### src/rts_pkg.sv
// ----------------------------------------------------------------------------
// rts_pkg
// Types and constants shared by the Robinson triangle subdivision block.
// ----------------------------------------------------------------------------
package rts_pkg;

  // Coordinate width, Q10.14 two's complement
  localparam int unsigned CoordW = 24;
  // 1/phi in Q0.16, 0.6180
  localparam int unsigned InvPhiQ16 = 40503;

  typedef logic signed [CoordW-1:0] coord_t;
  typedef logic signed [CoordW:0]   diff_t;

  typedef struct packed {
    coord_t x;
    coord_t y;
  } point_t;

  typedef struct packed {
    logic   in_color;
    coord_t in_ax;
    coord_t in_ay;
    coord_t in_bx;
    coord_t in_by;
    coord_t in_cx;
    coord_t in_cy;
  } tri_in_t;

  typedef struct packed {
    logic   out_color;
    coord_t out_ax;
    coord_t out_ay;
    coord_t out_bx;
    coord_t out_by;
    coord_t out_cx;
    coord_t out_cy;
    logic   last_of_run;
  } tri_out_t;

  // Rule set and input colour together: {tiling_mode, in_color}
  typedef enum logic [1:0] {
    KIND_M0_RED  = 2'b00,
    KIND_M0_BLUE = 2'b01,
    KIND_M1_RED  = 2'b10,
    KIND_M1_BLUE = 2'b11
  } kind_e;

  localparam logic ColorRed  = 1'b0;
  localparam logic ColorBlue = 1'b1;

  // Triangle with its two new points, as handed to the emitter
  typedef struct packed {
    kind_e  kind;
    point_t a;
    point_t b;
    point_t c;
    point_t p0;
    point_t p1;
  } split_t;

endpackage

### src/robinson_triangle_subdivide.sv
// ----------------------------------------------------------------------------
// robinson_triangle_subdivide
// One level of Robinson triangle subdivision for Penrose tilings.
// ----------------------------------------------------------------------------
// A triangle is taken when start is high and busy is low. Its two or three
// children appear on result_o, one per cycle with result_strobe_o high, the
// last flagged by last_of_run; with the block idle the first child goes from
// the input register through the emitter's hold register to the result
// register. The receiver cannot stall, so a triangle with three children
// holds the result port longer than one with two, and the single result port
// sets the sustained rate. A waiting triangle is held in the input register
// meanwhile, and busy is high only while that register cannot be freed.
// tiling_mode is written through the cfg channel, which is always ready;
// write it only with no triangle in flight.
// ----------------------------------------------------------------------------
module robinson_triangle_subdivide (
  input  logic              clk_i,
  input  logic              rst_ni,
  input  logic              start,
  output logic              busy,
  input  rts_pkg::tri_in_t  tri_i,
  output logic              result_strobe_o,
  output rts_pkg::tri_out_t result_o,
  input  logic              cfg_valid_i,
  output logic              cfg_ready_o,
  input  logic              cfg_data_i
);

  localparam int unsigned W = rts_pkg::CoordW;

  typedef struct packed {
    rts_pkg::kind_e  kind;
    rts_pkg::point_t a;
    rts_pkg::point_t b;
    rts_pkg::point_t c;
    rts_pkg::diff_t  d0x;
    rts_pkg::diff_t  d0y;
    rts_pkg::diff_t  d1x;
    rts_pkg::diff_t  d1y;
  } stage_t;

  logic            mode_q;
  logic            s1_valid_q, s1_valid_d;
  stage_t          s1_q, s1_d;
  logic            accept;
  logic            load;
  logic            take;
  rts_pkg::point_t v0, w0;
  rts_pkg::point_t p0, p1;
  rts_pkg::point_t v0_s;
  rts_pkg::split_t split;

  assign cfg_ready_o = 1'b1;

  always_ff @(posedge clk_i or negedge rst_ni) begin
    if (!rst_ni) begin
      mode_q <= 1'b0;
    end else if (cfg_valid_i && cfg_ready_o) begin
      mode_q <= cfg_data_i;
    end
  end

  assign load   = s1_valid_q && take;
  assign busy   = s1_valid_q && !take;
  assign accept = start && !busy;

  // First new point's end points by rule; the second is always b toward c
  always_comb begin
    s1_d.kind = rts_pkg::kind_e'({mode_q, tri_i.in_color});
    s1_d.a    = '{x: tri_i.in_ax, y: tri_i.in_ay};
    s1_d.b    = '{x: tri_i.in_bx, y: tri_i.in_by};
    s1_d.c    = '{x: tri_i.in_cx, y: tri_i.in_cy};
    unique case (s1_d.kind)
      rts_pkg::KIND_M0_BLUE: begin
        v0 = s1_d.b;
        w0 = s1_d.a;
      end
      rts_pkg::KIND_M1_BLUE: begin
        v0 = s1_d.c;
        w0 = s1_d.a;
      end
      default: begin
        v0 = s1_d.a;
        w0 = s1_d.b;
      end
    endcase
    s1_d.d0x = {w0.x[W-1], w0.x} - {v0.x[W-1], v0.x};
    s1_d.d0y = {w0.y[W-1], w0.y} - {v0.y[W-1], v0.y};
    s1_d.d1x = {s1_d.c.x[W-1], s1_d.c.x} - {s1_d.b.x[W-1], s1_d.b.x};
    s1_d.d1y = {s1_d.c.y[W-1], s1_d.c.y} - {s1_d.b.y[W-1], s1_d.b.y};
  end

  always_comb begin
    s1_valid_d = s1_valid_q;
    if (accept) begin
      s1_valid_d = 1'b1;
    end else if (load) begin
      s1_valid_d = 1'b0;
    end
  end

  always_ff @(posedge clk_i or negedge rst_ni) begin
    if (!rst_ni) begin
      s1_valid_q <= 1'b0;
    end else begin
      s1_valid_q <= s1_valid_d;
    end
  end

  always_ff @(posedge clk_i) begin
    if (accept) begin
      s1_q <= s1_d;
    end
  end

  always_comb begin
    unique case (s1_q.kind)
      rts_pkg::KIND_M0_BLUE: v0_s = s1_q.b;
      rts_pkg::KIND_M1_BLUE: v0_s = s1_q.c;
      default:               v0_s = s1_q.a;
    endcase
  end

  rts_lerp u_p0x (.v_i(v0_s.x),   .d_i(s1_q.d0x), .p_o(p0.x));
  rts_lerp u_p0y (.v_i(v0_s.y),   .d_i(s1_q.d0y), .p_o(p0.y));
  rts_lerp u_p1x (.v_i(s1_q.b.x), .d_i(s1_q.d1x), .p_o(p1.x));
  rts_lerp u_p1y (.v_i(s1_q.b.y), .d_i(s1_q.d1y), .p_o(p1.y));

  always_comb begin
    split.kind = s1_q.kind;
    split.a    = s1_q.a;
    split.b    = s1_q.b;
    split.c    = s1_q.c;
    split.p0   = p0;
    split.p1   = p1;
  end

  rts_emit u_emit (
    .clk_i       (clk_i),
    .rst_ni      (rst_ni),
    .load_i      (load),
    .split_i     (split),
    .take_o      (take),
    .res_valid_o (result_strobe_o),
    .res_o       (result_o)
  );

endmodule

### src/rts_lerp.sv
// ----------------------------------------------------------------------------
// rts_lerp
// One new coordinate: v + round(d * 1/phi), saturated to the coordinate range.
// ----------------------------------------------------------------------------
module rts_lerp (
  input  rts_pkg::coord_t v_i,
  input  rts_pkg::diff_t  d_i,
  output rts_pkg::coord_t p_o
);

  localparam int unsigned W    = rts_pkg::CoordW;
  localparam int unsigned KW   = 17;
  localparam int unsigned PW   = W + 1 + KW;
  localparam int unsigned QW   = PW - 16;

  logic [KW-1:0]        k;
  logic [PW-1:0]        prod;
  logic [PW-1:0]        rnd;
  logic signed [QW-1:0] q;
  logic signed [QW-1:0] sum;
  logic                 ovf;

  assign k    = KW'(rts_pkg::InvPhiQ16);
  assign prod = {{KW{d_i[W]}}, d_i} * {{(PW-KW){1'b0}}, k};
  // round half up, then drop the fraction
  assign rnd  = prod + PW'(32768);
  assign q    = $signed(rnd[PW-1:16]);
  assign sum  = $signed({{(QW-W){v_i[W-1]}}, v_i}) + q;

  // top three bits must agree for the sum to fit
  assign ovf = (sum[QW-1:W-1] != {(QW-W+1){1'b0}}) &&
               (sum[QW-1:W-1] != {(QW-W+1){1'b1}});

  always_comb begin
    if (!ovf) begin
      p_o = sum[W-1:0];
    end else if (sum[QW-1]) begin
      p_o = {1'b1, {(W-1){1'b0}}};
    end else begin
      p_o = {1'b0, {(W-1){1'b1}}};
    end
  end

endmodule

### src/rts_emit.sv
// ----------------------------------------------------------------------------
// rts_emit
// Holds one split triangle and issues its children, one per cycle, into the
// result register.
// ----------------------------------------------------------------------------
module rts_emit (
  input  logic              clk_i,
  input  logic              rst_ni,
  input  logic              load_i,
  input  rts_pkg::split_t   split_i,
  output logic              take_o,
  output logic              res_valid_o,
  output rts_pkg::tri_out_t res_o
);

  logic              valid_q, valid_d;
  logic [1:0]        idx_q, idx_d;
  rts_pkg::split_t   split_q;
  logic              last;
  logic              res_valid_q;
  rts_pkg::tri_out_t res_q, res_d;

  function automatic rts_pkg::tri_out_t mk(
    input logic            color,
    input rts_pkg::point_t a,
    input rts_pkg::point_t b,
    input rts_pkg::point_t c,
    input logic            lst
  );
    rts_pkg::tri_out_t t;
    t.out_color   = color;
    t.out_ax      = a.x;
    t.out_ay      = a.y;
    t.out_bx      = b.x;
    t.out_by      = b.y;
    t.out_cx      = c.x;
    t.out_cy      = c.y;
    t.last_of_run = lst;
    return t;
  endfunction

  always_comb begin
    case (split_q.kind)
      rts_pkg::KIND_M0_RED, rts_pkg::KIND_M1_BLUE: last = (idx_q == 2'd1);
      default:                                     last = (idx_q == 2'd2);
    endcase
  end

  assign take_o = !valid_q || last;

  always_comb begin
    valid_d = valid_q;
    idx_d   = idx_q;
    if (load_i) begin
      valid_d = 1'b1;
      idx_d   = '0;
    end else if (valid_q && last) begin
      valid_d = 1'b0;
    end else if (valid_q) begin
      idx_d = idx_q + 2'd1;
    end
  end

  always_comb begin
    res_d = '0;
    unique case (split_q.kind)
      rts_pkg::KIND_M0_RED: begin
        if (idx_q == 2'd0) begin
          res_d = mk(rts_pkg::ColorRed, split_q.c, split_q.p0, split_q.b, last);
        end else begin
          res_d = mk(rts_pkg::ColorBlue, split_q.p0, split_q.c, split_q.a, last);
        end
      end
      rts_pkg::KIND_M0_BLUE: begin
        if (idx_q == 2'd0) begin
          res_d = mk(rts_pkg::ColorBlue, split_q.p1, split_q.c, split_q.a, last);
        end else if (idx_q == 2'd1) begin
          res_d = mk(rts_pkg::ColorBlue, split_q.p0, split_q.p1, split_q.b, last);
        end else begin
          res_d = mk(rts_pkg::ColorRed, split_q.p1, split_q.p0, split_q.a, last);
        end
      end
      rts_pkg::KIND_M1_RED: begin
        if (idx_q == 2'd0) begin
          res_d = mk(rts_pkg::ColorBlue, split_q.p1, split_q.p0, split_q.b, last);
        end else if (idx_q == 2'd1) begin
          res_d = mk(rts_pkg::ColorRed, split_q.p0, split_q.a, split_q.p1, last);
        end else begin
          res_d = mk(rts_pkg::ColorRed, split_q.c, split_q.a, split_q.p1, last);
        end
      end
      rts_pkg::KIND_M1_BLUE: begin
        if (idx_q == 2'd0) begin
          res_d = mk(rts_pkg::ColorBlue, split_q.b, split_q.p0, split_q.a, last);
        end else begin
          res_d = mk(rts_pkg::ColorRed, split_q.p0, split_q.c, split_q.b, last);
        end
      end
      default: res_d = '0;
    endcase
  end

  always_ff @(posedge clk_i or negedge rst_ni) begin
    if (!rst_ni) begin
      valid_q     <= 1'b0;
      idx_q       <= '0;
      res_valid_q <= 1'b0;
    end else begin
      valid_q     <= valid_d;
      idx_q       <= idx_d;
      res_valid_q <= valid_q;
    end
  end

  always_ff @(posedge clk_i) begin
    if (load_i) begin
      split_q <= split_i;
    end
    res_q <= res_d;
  end

  assign res_valid_o = res_valid_q;
  assign res_o       = res_q;

endmodule

### config.mk
export PLATFORM = sky130hd
export DESIGN_NAME = robinson_triangle_subdivide
export DESIGN_NICKNAME = d
export VERILOG_FILES = /design/src/rts_pkg.sv /design/src/robinson_triangle_subdivide.sv /design/src/rts_lerp.sv /design/src/rts_emit.sv
export SDC_FILE = /design/constraint.sdc
export NUM_CORES = 2
export LEC_CHECK = 0
export BUFFER_PORTS_ARGS = -buffer_cell sky130_fd_sc_hd__clkbuf_2
export CORE_MARGIN = 2
export CORE_UTILIZATION = 70
export CTS_CLUSTER_DIAMETER = 120
export CTS_CLUSTER_SIZE = 12
export DETAILED_ROUTE_END_ITERATION = 12
export PLACE_DENSITY = 0.95
export SLEW_MARGIN = 20
export SYNTH_ARGS = -nofsm -noshare
export SYNTH_HDL_FRONTEND = slang
export SYNTH_SLANG_ARGS = --single-unit
### constraint.sdc
create_clock -name clk_i -period 22.9 [get_ports clk_i]
set_input_delay 4.58 -clock clk_i [delete_from_list [all_inputs] [get_ports clk_i]]
set_output_delay 4.58 -clock clk_i [all_outputs]
set_load 0.05 [all_outputs]
Word-level counts from Yosys, hierarchy flattened
Cells that the tools add are included.
{"block": "word_totals", "input_bits": 150, "register_bits": 640}
{"block": "op_classes", "n_eq_ne": 14, "muxes": 26, "reduce_logical": 24, "add_sub_neg": 13, "mul": 4}
{"op": "$mux 146", "n": 5}
{"op": "$pmux 146 s4", "n": 1}
{"op": "$mux 24", "n": 8}
{"op": "$pmux 48 s2", "n": 2}
{"op": "$add 42x16->42 const B", "n": 4}
{"op": "$mul 25x17->42 const B", "n": 4}
{"op": "$mux 145", "n": 1}
{"op": "$add 24x26->26", "n": 4}
{"op": "$sub 24x24->25", "n": 4}
{"op": "$mux 48", "n": 1}
{"op": "$ne 3x3->1 const B", "n": 4}
{"op": "$reduce_bool 3->1", "n": 4}
{"op": "$eq 2x2->1 const B", "n": 5}
{"op": "$eq 2x1->1 const B", "n": 4}
{"op": "$logic_and 1x1->1", "n": 8}
{"op": "$mux 2", "n": 3}
{"op": "$reduce_bool 2->1", "n": 3}
{"op": "$mux 1", "n": 5}
{"op": "$logic_not 2->1", "n": 2}
{"op": "$reduce_or 2->1", "n": 2}
{"op": "$logic_not 1->1", "n": 3}
{"op": "$add 2x1->2 const B", "n": 1}
{"op": "$ne 2x2->1 const B", "n": 1}
{"op": "$reduce_and 2->1", "n": 1}
{"op": "$logic_or 1x1->1", "n": 1}

Logic depth before layout (Yosys ltp)
{"block": "logic_depth", "depth_word": 9, "ltp_mapped": 36}

By module
A second synthesis with hierarchy kept.
{"block": "hier_totals", "hier_cells": 7473, "hier_area_um2": 75716.4}
{"module": "rts_lerp (u_p0x ...)", "n_inst": 2, "cells_per_inst": 1169, "seq_area_each_um2": 0.0, "area_each_um2": 10553.9}
{"module": "rts_emit", "n_inst": 1, "cells_per_inst": 1680, "seq_area_each_um2": 10289.9, "area_each_um2": 20596.0}
{"module": "robinson_triangle_subdivide", "n_inst": 1, "cells_per_inst": 1382, "seq_area_each_um2": 7437.1, "area_each_um2": 14585.2}
{"module": "rts_lerp (u_p1y)", "n_inst": 1, "cells_per_inst": 1058, "seq_area_each_um2": 0.0, "area_each_um2": 9839.4}
{"module": "rts_lerp (u_p1x)", "n_inst": 1, "cells_per_inst": 1015, "seq_area_each_um2": 0.0, "area_each_um2": 9587.9}

Worst setup path after synthesis
Ideal clock, no wire load.
{"block": "synth_path", "kind": "input to register", "start": "in start", "end": "reg s1_q[0] (netlist name) (enable)", "setup_time_ns": 0.637, "path_slack_ns": 12.120, "cell_stages": 1, "t_arrival_ns": 10.143, "cell_sequence": "and2_1"}
{"block": "synth_via", "elab_chain_len": 1}
{"element": "from (decl)", "line": "robinson_triangle_subdivide.sv:19", "text": "input logic start,"}
{"element": "$logic_and 1x1->1", "line": "robinson_triangle_subdivide.sv:65", "text": "assign accept = start && !busy;"}
{"element": "to (signal assigned)", "line": "robinson_triangle_subdivide.sv:112", "text": "s1_q <= s1_d;"}
{"element": "to (decl)", "line": "robinson_triangle_subdivide.sv:44", "text": "stage_t s1_q, s1_d;"}
Every way passes these cells.
A chain may end at the register's enable or synchronous reset.

==> impl_metrics.yaml <==
setup_path:
  setup.worst_path.start: "s1_q[29]"
  path_depth: 33
  crit_slowest_cell: "sky130_fd_sc_hd__a211oi_1"
  critPathLaunchType: "register"
  regToRegSetupSlack_ns: 13.15
  rr_endpoint: "u_emit.split_q[24]"
  slowest_delay_ns: 0.59
  cp_data_required_time_ns: 23.45
  end_of_the_critical_path: "u_emit.split_q[24]"
  path_buf_inv: 2
  critical_path.reg2reg.startpoint: "s1_q[29]"
  worst-r2r-cell-count: 33
  critical_path_fanout_max: 23
  critical-path-top-delay-family: "compound AO/OA/AOI/OAI gates"
  worst_ep_arrival_time_ns: 10.29
  critical_path.endpoint_type: "register"
  criticalPathCategory: "reg -> reg"
drt:
  drc_errors: 0
  route.detailed.wl_per_inst_um: 25.1
  drt_iter0_markers: 8105
  drt_first_pass_iters: 9
  vias_per_cell: 6.53
  drt_wl_total_um: 215000
  vias: 55734
  antenna_violating_nets_post_route: 0
timing:
  fmax_mhz: 103
  worst_slew_slack_as_a_fraction_of_its_limit: 0.252
  setup_viol: 0
  worst_pin_slew_ns: 1.12
  report.final.slew_viol_count: 0
  grt_setup_unrepaired: "no"
  worst_clock_skew_ns: 0.0264
  setup_ws_ns: 13.15
  hold_viol: 0
  min_period_over_period: 0.426
  setup-tns-final_ns: 0
  fin_crit_ns: 9.75
die:
  rows: 116
  die_x_um: 322
  core_region_area_um2: 100000
  design.die.area_um2: 104000
  height_of_the_chip_um: 322
  initial_util: 0.707
  design.portCount: 299
yosys:
  yosys-top-cells-area: "sky130_fd_sc_hd__fa_1, sky130_fd_sc_hd__edfxtp_1, sky130_fd_sc_hd__ha_1, sky130_fd_sc_hd__inv_1, sky130_fd_sc_hd__dfxtp_1"
  synth_edf_count: 488
  synth_async_sr_flop_share: 0.00938
  synth_ff_type: "sky130_fd_sc_hd__edfxtp_1"
  mean_syn_cell_area_um2: 10.1
  synth_sequential_area_ratio: 0.250
  postSynthNetCount: 8867
  synth.lib_cells_used.distinct: 89
  number_of_warnings_issued_by_yosys: 0
  synth_top_cell_area_share: 0.218
  synth.cell_area_um2: 70800
  synth_seq_cells: 640
  synthesis.instances: 7031
  biggest_area_consumer_among_synthesized_cells: "sky130_fd_sc_hd__fa_1"
min_path:
  hold_path.class: "reg -> reg"
cts:
  postCtsSetupBuffers: 0
  cts_resized: 0
  cts_max_path_buffers: 3
  post_cts_hold_buffer_count: 0
  clock_sinks: 640
  root_buffer: "sky130_fd_sc_hd__clkbuf_16"
  clock_latency_late_sink_ns: 0.70
  clk_pin_slew_worst_paths_ns: 0.07
  cts_made_buffers: 59
  cts-htree-levels: 2
  cts_tree: "built"
placed_design:
  dp_worst_setup_slack_ns: 13.45
  port-buffer-count: 297
  finalWeightedCongestion: 1.07
  post_dp_hpwl_um: 172000
  postPlaceCellArea_um2: 73400
grt:
  initial_antenna_violation_count: 16
  grt_use_total: 0.415
  grt_start_max_net_pins: 102
  gr-total-overflow: 0
  grt_pass1_wl_um: 325000
  number_of_global_route_vias_before_repair: 55304
final_layout:
  multi_input_area_um2: 47100
  fill_cells: 6681
  layout-drive-gt1-share: 0.0774
  layout-area-overhead-vs-synth_pct: 6.04
  design_area_um2: 75100
  final_nets: 9028
  ff_latch_area_um2: 17700
outcome:
  status: "completed"
flow_run:
  maxCapViolCount: 0
final cells by class:
type,instances,area share
multi-input combinational,4772,0.627
sequential,640,0.236
inverter,1385,0.0692
timing repair buffer,334,0.0236
tap,1298,0.0216
clock buffer,89,0.0214
clock inverter,4,0.000816
antenna,18,0.000600
worst reg2reg max path: cells and delay by family, from the launching register on:
kind / cells / cell delay, ns
AOI/OAI and AO/OA: 15 / 4.07
adders and majority gates: 8 / 3.32
xor gates and xnor gates: 4 / 0.91
and+or+nand+nor: 4 / 0.61
DFF: 1 / 0.57
buffers and inverters: 2 / 0.10
flip-flops by register name (all words and copies together) (netlist names):
name                flops
u_emit.split_q        242
u_emit.res_valid_o      1
mode_q                  1
s1_q                  246
u_emit.valid_q          1
s1_valid_q              1
u_emit.res_o          146
u_emit.idx_q            2
cells by family (layout without fill, tap and decap cells):
logic type / Yosys count / in the layout / synth area share
adders and majority gates: 1686 / 1686 / 0.380
buffers and inverters: 1619 / 1812 / 0.0865
AOI/OAI and AO/OA: 1582 / 1582 / 0.146
and+or+nand+nor: 916 / 916 / 0.0574
DFF: 640 / 640 / 0.250
muxes: 333 / 333 / 0.0490
xor gates and xnor gates: 254 / 254 / 0.0314
other: 1 / 19 / 0.0000529
per-stage QoR:
| stage | hold WS [ns] | std cells | util |
|---|---|---|---|
| finish | 0.412 | 8540 | 0.750 |
| CTS | 0.410 | 8522 | 0.750 |
| global route | 0.424 | 8529 | 0.750 |
| floorplan | 0.366 | 7031 | - |
| global placement | 0.398 | 8429 | 0.733 |
| detailed placement | 0.396 | 8429 | 0.733 |
worst min-delay path by stage:
stage | to | start | depth (start not counted)
after floorplan | u_emit.res_valid_o | u_emit.valid_q | 0
final | u_emit.res_valid_o | u_emit.valid_q | 0
after CTS | u_emit.res_valid_o | u_emit.valid_q | 0
after global routing | u_emit.res_valid_o | u_emit.valid_q | 0
after detailed placement | u_emit.res_valid_o | u_emit.valid_q | 0
after global placement | u_emit.res_valid_o | u_emit.valid_q | 0
synth_stat cells (all sizes together) (75+ instances only):
master / instances
ha: 915
a21oi: 394
mux2: 108
nand2: 359
edfxtp: 488
clkbuf: 198
a221oi: 75
o21ai: 335
inv: 1385
dfxtp: 146
a21o: 189
nor2: 278
mux2i: 225
a22oi: 79
xnor2: 177
xor2: 77
fa: 771
placed cells by master, fill, tap and decap left out, types with 42 or more instances in the layout:
cell / n
sky130_fd_sc_hd__a211oi_1: 71
sky130_fd_sc_hd__a21boi_0: 59
sky130_fd_sc_hd__a21o_1: 185
sky130_fd_sc_hd__a21oi_1: 394
sky130_fd_sc_hd__a221oi_1: 74
sky130_fd_sc_hd__a22oi_1: 79
sky130_fd_sc_hd__a31oi_1: 44
sky130_fd_sc_hd__clkbuf_16: 60
sky130_fd_sc_hd__clkbuf_2: 296
sky130_fd_sc_hd__dfxtp_1: 146
sky130_fd_sc_hd__edfxtp_1: 488
sky130_fd_sc_hd__fa_1: 771
sky130_fd_sc_hd__ha_1: 909
sky130_fd_sc_hd__inv_1: 1384
sky130_fd_sc_hd__mux2_2: 108
sky130_fd_sc_hd__mux2i_1: 225
sky130_fd_sc_hd__nand2_1: 359
sky130_fd_sc_hd__nand3_1: 42
sky130_fd_sc_hd__nor2_1: 276
sky130_fd_sc_hd__nor3_1: 57
sky130_fd_sc_hd__o211ai_1: 58
sky130_fd_sc_hd__o21a_1: 65
sky130_fd_sc_hd__o21ai_0: 311
sky130_fd_sc_hd__o22ai_1: 52
sky130_fd_sc_hd__xnor2_1: 177
sky130_fd_sc_hd__xor2_1: 77
per-layer routing:
layer  wire length, µm  share of wire  GRT usage  vias to the layer above
li1                  -              -          -                    24257
met1             82300           0.38      0.571                    26935
met2             88800           0.41      0.592                     3830
met3             32900           0.15      0.156                      702
met4             10700          0.050      0.173                       10
met5                65        0.00030          0                        -
Power is left out: the tool's default activity adds up to more than one toggle a clock period on the data nets, which glitch-free logic cannot reach.
